### config.mk
export PLATFORM = sky130hd
export DESIGN_NAME = lpht_probe_ctrl
export DESIGN_NICKNAME = d
export VERILOG_FILES = /design/src/hdl/lpht_pkg.sv /design/src/hdl/lpht_probe_ctrl.sv
export SDC_FILE = /design/constraint.sdc
export NUM_CORES = 1
export LEC_CHECK = 0
export BUFFER_PORTS_ARGS = -buffer_cell sky130_fd_sc_hd__buf_2
export CAP_MARGIN = 5
export CORE_MARGIN = 3
export CORE_UTILIZATION = 45
export CTS_CLUSTER_SIZE = 28
export DETAILED_ROUTE_END_ITERATION = 8
export GPL_TIMING_DRIVEN = 0
export PLACE_DENSITY = 0.82
export REMOVE_ABC_BUFFERS = 1
export SLEW_MARGIN = 10
export SYNTH_ARGS = -nofsm -noshare
export SYNTH_HDL_FRONTEND = slang
export SYNTH_SLANG_ARGS = --single-unit
### constraint.sdc
create_clock -name clk -period 4.6 [get_ports clk]
set_input_delay 0.69 -clock clk [delete_from_list [all_inputs] [get_ports clk]]
set_output_delay 0.69 -clock clk [all_outputs]
set_load 0.1 [all_outputs]
### src/hdl/lpht_pkg.sv
`timescale 1ns / 1ps
// ----------------------------------------------------------------------------
// lpht_pkg
// Shared types and constants for the linear probing hash table.
// ----------------------------------------------------------------------------
package lpht_pkg;

  localparam int MAX_SIZE_LOG2_DEF = 10;
  localparam int SIZE_LOG2_RESET   = 10;

  localparam int CFG_W          = 4;
  localparam int REQ_W          = 2;
  localparam int WORD_W         = 32;
  localparam int SLOT_INDEX_W   = 10;
  localparam int USED_COUNT_W   = 11;
  localparam int IN_TDATA_W     = 96;
  localparam int OUT_TDATA_W    = 56;
  localparam int OUT_TUSER_W    = 2;

  localparam logic [REQ_W-1:0] REQ_GET_OR_ADD = 2'd0;
  localparam logic [REQ_W-1:0] REQ_FIND_INDEX = 2'd1;
  localparam logic [REQ_W-1:0] REQ_FIND_VALUE = 2'd2;
  localparam logic [REQ_W-1:0] REQ_MATCH_PAIR = 2'd3;

  typedef struct packed {
    logic [REQ_W-1:0]  req_type;
    logic [WORD_W-1:0] key_hash;
    logic [WORD_W-1:0] key_ref;
    logic [WORD_W-1:0] value_ref;
  } req_t;

  typedef struct packed {
    logic                    found;
    logic                    inserted;
    logic [SLOT_INDEX_W-1:0] slot_index;
    logic [WORD_W-1:0]       value_out;
    logic [USED_COUNT_W-1:0] used_count;
  } result_t;

  // one table row; zero hash marks an empty row
  typedef struct packed {
    logic [WORD_W-1:0] hash;
    logic [WORD_W-1:0] key;
    logic [WORD_W-1:0] value;
  } slot_t;

  typedef struct packed {
    logic in_ready;
    logic clearing;
    logic res_valid;
  } ctrl_status_t;

endpackage

### src/hdl/lpht_probe_ctrl.sv
`timescale 1ns / 1ps
// ----------------------------------------------------------------------------
// lpht_probe_ctrl
// Clear sweep after reset, then per-request probe sequencer: one slot read
// per cycle, compare, and write-back of a new slot on insert.
// ----------------------------------------------------------------------------
module lpht_probe_ctrl #(
  parameter int ADDR_W = lpht_pkg::MAX_SIZE_LOG2_DEF,
  parameter int SIZE_W = $clog2(ADDR_W + 1)
) (
  input  logic                   clk,
  input  logic                   rst,
  input  logic [SIZE_W-1:0]      size_log2,
  input  logic                   in_valid,
  input  lpht_pkg::req_t         in_req,
  input  logic                   res_take,
  output lpht_pkg::result_t      res,
  output lpht_pkg::ctrl_status_t status,
  output logic                   ram_we,
  output logic [ADDR_W-1:0]      ram_waddr,
  output lpht_pkg::slot_t        ram_wdata,
  output logic                   ram_re,
  output logic [ADDR_W-1:0]      ram_raddr,
  input  lpht_pkg::slot_t        ram_rdata
);
  import lpht_pkg::*;

  localparam logic [1:0] ST_CLEAR = 2'd0;
  localparam logic [1:0] ST_IDLE  = 2'd1;
  localparam logic [1:0] ST_PROBE = 2'd2;
  localparam logic [1:0] ST_HOLD  = 2'd3;

  logic [1:0]        state, state_next;
  logic [ADDR_W-1:0] clr_addr;
  logic [ADDR_W-1:0] mask_q;
  logic [ADDR_W-1:0] idx, idx_next;
  logic [ADDR_W-1:0] n;
  logic [ADDR_W:0]   count, count_next;
  req_t              req_q;
  result_t           res_q;

  logic [ADDR_W-1:0] mask_in, start_in, idx_inc;
  logic              accept;
  logic              hash_eq, key_eq, val_eq, empty;
  logic              hit, ins, stop, last;
  logic              finish, load_res;
  result_t           res_new;

  assign accept   = (state == ST_IDLE) && in_valid;
  assign mask_in  = ~({ADDR_W{1'b1}} << size_log2);
  assign start_in = in_req.key_hash[ADDR_W-1:0] & mask_in;
  assign idx_inc  = (idx + 1'b1) & mask_q;

  assign hash_eq = (ram_rdata.hash == req_q.key_hash);
  assign key_eq  = (ram_rdata.key == req_q.key_ref);
  assign val_eq  = (ram_rdata.value == req_q.value_ref);
  assign empty   = (ram_rdata.hash == '0);
  // no slots left after this one
  assign last    = ((n + 1'b1) == mask_q);

  always_comb begin
    hit  = 1'b0;
    ins  = 1'b0;
    stop = 1'b0;
    case (req_q.req_type)
      REQ_GET_OR_ADD: begin
        // a zero hash matches an empty slot here and never inserts
        if (hash_eq) begin
          hit = key_eq;
        end else begin
          ins = empty;
        end
      end
      REQ_MATCH_PAIR: begin
        stop = empty;
        hit  = !empty && hash_eq && key_eq && val_eq;
      end
      default: begin
        stop = empty;
        hit  = !empty && hash_eq && key_eq;
      end
    endcase
  end

  assign finish     = (state == ST_PROBE) && (hit || ins || stop || last);
  assign count_next = (state == ST_PROBE && ins) ? count + 1'b1 : count;

  always_comb begin
    res_new.found      = (hit || ins) && (state == ST_PROBE);
    res_new.inserted   = ins && (state == ST_PROBE);
    res_new.slot_index = res_new.found ? SLOT_INDEX_W'(idx) : '0;
    res_new.value_out  = !res_new.found ? '0 :
                         ins ? req_q.value_ref : ram_rdata.value;
    res_new.used_count = USED_COUNT_W'(count_next);
  end

  // empty table window: nothing to probe
  assign load_res = finish || (accept && mask_in == '0);

  always_comb begin
    state_next = state;
    idx_next   = idx;
    case (state)
      ST_CLEAR: begin
        if (clr_addr == {ADDR_W{1'b1}}) begin
          state_next = ST_IDLE;
        end
      end
      ST_IDLE: begin
        if (accept) begin
          idx_next   = start_in;
          state_next = (mask_in == '0) ? ST_HOLD : ST_PROBE;
        end
      end
      ST_PROBE: begin
        if (finish) begin
          state_next = ST_HOLD;
        end else begin
          idx_next = idx_inc;
        end
      end
      ST_HOLD: begin
        if (res_take) begin
          state_next = ST_IDLE;
        end
      end
      default: state_next = ST_IDLE;
    endcase
  end

  always_ff @(posedge clk) begin
    if (rst) begin
      state    <= ST_CLEAR;
      clr_addr <= '0;
      count    <= '0;
    end else begin
      state <= state_next;
      count <= count_next;
      if (state == ST_CLEAR) begin
        clr_addr <= clr_addr + 1'b1;
      end
    end
  end

  always_ff @(posedge clk) begin
    idx <= idx_next;
    if (accept) begin
      req_q  <= in_req;
      mask_q <= mask_in;
      n      <= '0;
    end else if (state == ST_PROBE) begin
      n <= n + 1'b1;
    end
    if (load_res) begin
      res_q <= res_new;
    end
  end

  always_comb begin
    ram_we    = 1'b0;
    ram_waddr = idx;
    ram_wdata = '{hash: req_q.key_hash, key: req_q.key_ref, value: req_q.value_ref};
    if (state == ST_CLEAR) begin
      ram_we    = 1'b1;
      ram_waddr = clr_addr;
      ram_wdata = '0;
    end else if (state == ST_PROBE && ins) begin
      ram_we = 1'b1;
    end
  end

  assign ram_re    = (accept && mask_in != '0) || (state == ST_PROBE && !finish);
  assign ram_raddr = (state == ST_IDLE) ? start_in : idx_inc;

  assign res              = res_q;
  assign status.in_ready  = (state == ST_IDLE);
  assign status.clearing  = (state == ST_CLEAR);
  assign status.res_valid = (state == ST_HOLD);

endmodule
-- After elaboration in Yosys (flattened, before gate mapping)
Index checks and enable logic that the tools add are counted.
- register bits after elaboration: 206
- input port bits: 202
- output and inout port bits: 176
- logic and storage cells: 83
- add/subtract/negate cells: 4
- eq/ne operators: 14
- shift operators: 1
- muxes and demuxes: 21
- bitwise operators: 3
- reductions and logical operators: 25
- operators by type and width (kind ; number):
    == test 32 bit ; 3
    2-to-1 mux 96 bit ; 1
    2-to-1 mux 10 bit ; 4
    zero test 32 bit ; 1
    2-to-1 mux 32 bit ; 1
    adder 10 x 1 -> 10 bit (second input constant) ; 3
    AND 10 bit ; 2
    case mux 10 bit (2 select lines) ; 1
    adder 11 x 1 -> 11 bit (second input constant) ; 1
    2-to-1 mux 11 bit ; 1
    == test 10 bit ; 1
    == test 10 bit (second input constant) ; 1
    logical AND 1 bit ; 10
    zero test 10 bit ; 1
    NOT 10 bit ; 1
    nonzero test 10 bit ; 1
    left shift 10 x 4 -> 10 bit (first input constant) ; 1
    2-to-1 mux 2 bit ; 4
    case mux 2 bit (4 select lines) ; 1
    2-to-1 mux 1 bit ; 7
    == test 2 bit (second input constant) ; 3
    != test 2 bit (second input constant) ; 3
    logical OR 1 bit ; 5
    zero test 2 bit ; 2
    7 further kinds ; 9

-- Longest topological paths before layout
- depth in word-level cells: 13
- depth in mapped cells: 10
- depth with buffers taken out: 9

-- Worst setup path before layout
No wires, ideal clock.
- path type: register to register
- start point: reg state[1]
- end point: reg mask_q[0] (enable)
- setup time: 0.515 ns
- data arrival time: 4.716 ns
- data required time: 4.085 ns
- setup slack: -0.630 ns
- cell stages (with the launch flop): 6
- buffers on the path: 1
- period minus slack after synthesis: 5.230 ns
- path through: dfxtp_1 > inv_1 > ha_1 > nand2_1 > inv_1 > clkbuf_1
- RTL lines (what ; line ; RTL):
    start: declaration ; lpht_probe_ctrl.sv:33 ; logic [1:0] state, state_next;
    start signal: assignment ; lpht_probe_ctrl.sv:137 ; state <= state_next;
    end signal: assignment ; lpht_probe_ctrl.sv:149 ; mask_q <= mask_in;
    end: declaration ; lpht_probe_ctrl.sv:35 ; logic [ADDR_W-1:0] mask_q;

-- Final worst setup path
- start point: in ram_rdata[89] (netlist bit)
- end point: out ram_we
- longest elaborated chain between the ends: 6
- elaborated cells between the ends (all ways): 7
- those cells by class: eq/ne (1); mux (4); reduce/logical (2)
- ends and longest elaborated chain (what ; line ; RTL):
    start: declaration ; lpht_probe_ctrl.sv:24 ; input lpht_pkg::slot_t ram_rdata
    == test 32 bit / zero test 32 bit (equally long branches) ; lpht_probe_ctrl.sv:54, lpht_probe_ctrl.sv:57 ;
    2-to-1 mux 1 bit (*) ; lpht_probe_ctrl.sv:68 ; if (hash_eq) begin
    2-to-1 mux 1 bit (*) ; lpht_probe_ctrl.sv:65 ; case (req_q.req_type)
    logical AND 1 bit (*) ; lpht_probe_ctrl.sv:167 ; end else if (state == ST_PROBE && ins) begin
    2-to-1 mux 1 bit (*) ; lpht_probe_ctrl.sv:167 ;
    2-to-1 mux 1 bit (*) ; lpht_probe_ctrl.sv:163 ; if (state == ST_CLEAR) begin
    end: declaration ; lpht_probe_ctrl.sv:19 ; output logic ram_we,
Mark *: on every way between the ends. The rest lies on a longest branch, timed or not.

==> key figures <==
Pwr
  – Logic pwr share: 0.067
  – Worst IR Drop VDD: 0.267 mV
  – Int Pwr: between 3 and 4 mW
  – P_sw: between 0.8 and 0.9 mW
  – Sw Ratio: 0.221
  – Lkg Pwr: 5.15 nW
  – Part of the power in registers: 0.507
  – Pwr Density: between 300 and 400 nW/um2
  – Clock share of power: 0.426

Timing
  – Slew HR: 0.411
  – Final critical-path required period: 4.13 ns
  – Hold_ws: between 0.3 and 0.4 ns
  – Worst slew pin tran: 0.884 ns
  – Max Slew Vio Count: 0
  – Final setup fails: 0
  – Fmax: roughly 240 MHz
  – Final setup skew: between 0.015 and 0.02 ns
  – RSZ-0062 raised after global routing: false
  – Crit share post-route: 0.898
  – Final Hold Viols: 0

Drt
  – Vias per cell: 5.24
  – Drt drc: 0
  – Detail Route Antenna Nets: 0
  – Final Routed Wirelength: 29,700 um
  – DR iter-0 viols: roughly 660
  – Routed length per instance: between 15 and 20 um
  – Drt first pass iters: 5
  – Vias: 8,009

Place
  – Inst Count DP: ~1,500
  – IO buf count: approximately 380
  – Placed cell areas: about 13,000 um2
  – Global placer's final weighted congestion: 0.902
  – Hpwl dp: 22,700 um

Critical path
  – Crit path launch type: primary input
  – CP Class: in2out
  – Most used cell, CP: buf_2
  – Largest delay contributor family on the critical path: simple AND/OR/NAND/NOR gates
  – CP max FO: 20
  – Crit path cell chain: buf_2 -> nor4_1 -> nand4_1 -> nor3_2 -> o211a_2 -> buf_12 -> and2_1 -> or2_1 -> buf_2
  – WP data arrival: approximately 3.4 ns
  – Crit path buffers/inverters: 3
  – Critical Path Sink Type: output port
  – Critical path's slowest cell: o211a_2
  – CP peak stage delay: 0.67 ns
  – Data required, critical path: 3.91 ns

Yosys
  – Post-Syn Instances: between 800 and 900
  – Netlist cell types: 55
  – Most frequent cell after synthesis: edfxtp_1
  – Leading area contributor after synthesis: edfxtp_1
  – Number of synthesized flops with an enable pin: roughly 170
  – Register bit total from synthesis: 206
  – Synth Area per Inst: around 12 um2
  – Register area share after synthesis: 0.564
  – Top cell type's share of synthesized area: 0.500
  – Synth top area cells: edfxtp_1, xor2_1, nor2b_1, dfxtp_1, nor2_4
  – Top FF cell, synth: edfxtp_1
  – Yosys warning total: 0
  – Cell Area, Synth: 10,400 um2
  – Post-synth top cells: edfxtp_1, xor2_1, nor2b_1
  – Async S/R FF share, synth: 0

Clock network
  – Postcts setup bufs: 0
  – Post_cts resized: 0
  – Maximum buffer depth of the clock tree: 3
  – Clock sinks: 206
  – TritonCTS clock tree: built
  – CTS H-tree lvls: 1
  – CTS clk-pin slew, worst paths: roughly 0.060 ns
  – Clk_lat worst skew: approximately 0.51 ns
  – Num CTS Buffers: 23
  – CTS root buf: clkbuf_16
  – Hold_buf cts: 0

Final layout
  – Nets: around 1,400
  – Layout area overhead: 28.2%
  – Final instance area: 13,300 um2
  – Layout cells sized above 1: 0.373
  – Non-filler cells, final: about 1,500

Min path
  – Min-Delay Path Class: in2reg

Global route
  – Vias in the first global route: 8,125
  – Antenna violations before repair: 2
  – Tot GR Track Use: 0.228
  – GRT Residual Overflow: 0
  – Pin count of the biggest net entering global routing: 77
  – First-pass GRT wire length: around 44,000 um

Die
  – Die area: 24,900 um2
  – Starting Density: 0.467
  – I/O pin total: ~380
  – Die width: 158 um
  – Die Ht: 158 um
  – Site Rows: 54
  – Core area: approximately 22,000 um2

Status
  – Outcome: completed

Flow run
  – Max-cap viol count: 0
==> area by class of cell <==
| cell class | count | area (um2) |
|---|---|---|
| well taps | 280 | 350 |
| repair buffers | 383 | 2040 |
| clock inverters | 8 | 42.5 |
| inverters | 27 | 106 |
| flip-flops and latches | 206 | 5860 |
| clock buffers | 33 | 653 |
| fillers | 1751 | 8920 |
| diodes | 1 | 2.50 |
| multi-input cells | 589 | 4260 |
==> sequential cells by signal, indices dropped and copies added (netlist names) <==
register  count
clr_addr     10
count        11
idx          10
mask_q       10
n            10
req_q        98
res          55
state         2
==> final timing paths <==
| check | from | end | slack (ns) | depth (start not counted) |
|---|---|---|---|---|
| worst max register to register | req_q[80] | idx[1] | 1.30 | 8 |
| worst min register to register | clr_addr[6] | clr_addr[6] | 0.53 | 2 |
| worst min-delay path | in_req[26] | req_q[26] | 0.36 | 1 |
| worst max-delay path | ram_rdata[89] | ram_we | 0.47 | 9 |
==> placed cells by master, fill, tap and decap left out, types with 3 or more instances in the layout <==
master     synthesis  final
clkbuf_16          0     23
nand4_1           18     18
nor2b_1          108    108
nor3_1             8      8
nor2_4            38     38
xnor2_1           29     29
and2_1             4      4
o21ai_1            3      3
or3_1              5      5
clkinv_1           0      4
nor2_1            30     30
dfxtp_1           33     33
nand2b_1           4      3
clkbuf_8           0      4
inv_1             26     25
a21oi_1            9      9
xor2_1           112    112
o21a_1             3      3
o21ai_0           34     34
edfxtp_1         173    173
nand2_1           42     42
ha_1              10      8
nor4_1            34     34
clkbuf_1          20      6
nand3_1           33     33
buf_2              5    377
mux2i_1           35     35
buf_16             0      4
==> layer usage <==
| metal | vias to the layer above | global-route usage | share of wire |
|---|---|---|---|
| met1 | 3782 | 0.271 | 0.38 |
| met4 | 2 | 0.0678 | 0.027 |
| met5 | - | 0 | 0.00044 |
| met2 | 393 | 0.411 | 0.49 |
| li1 | 3770 | - | - |
| met3 | 62 | 0.0539 | 0.095 |
==> metrics by stage <==
step / setup slack, ns / power [mW] / TNS [ns] / utilization
after floorplan: -1.73 / 2.20 / -105.45 / -
after global placement: -1.76 / 2.33 / -225.18 / 0.558
after detailed placement: 0.465 / 2.33 / 0 / 0.567
after CTS: 0.381 / 4.04 / 0 / 0.599
after global routing: 0.164 / 4.14 / 0 / 0.599
final: 0.469 / 4.00 / 0 / 0.599
==> power by group through the flow <==
stage	Sequential, mW	Combinational (mW)	Clock (mW)
finish	2.03	0.269	1.70
global route	2.03	0.292	1.82
CTS	2.03	0.268	1.75
detailed placement	2.07	0.266	0
global placement	2.07	0.259	0
floorplan	2.07	0.130	0
==> logic make-up (layout without fill, tap and decap cells) <==
logic type	Yosys count	after routing	share of synthesized area
other	0	1	0
AOI/OAI and AO/OA	64	64	0.0369
DFF	206	206	0.564
and+or+nand+nor	338	338	0.204
adders and majority gates	10	10	0.0121
muxes	36	36	0.0348
buffers and inverters	61	451	0.0295
xor gates and xnor gates	141	141	0.119
No activity file was read; power rests on OpenSTA's default activity.
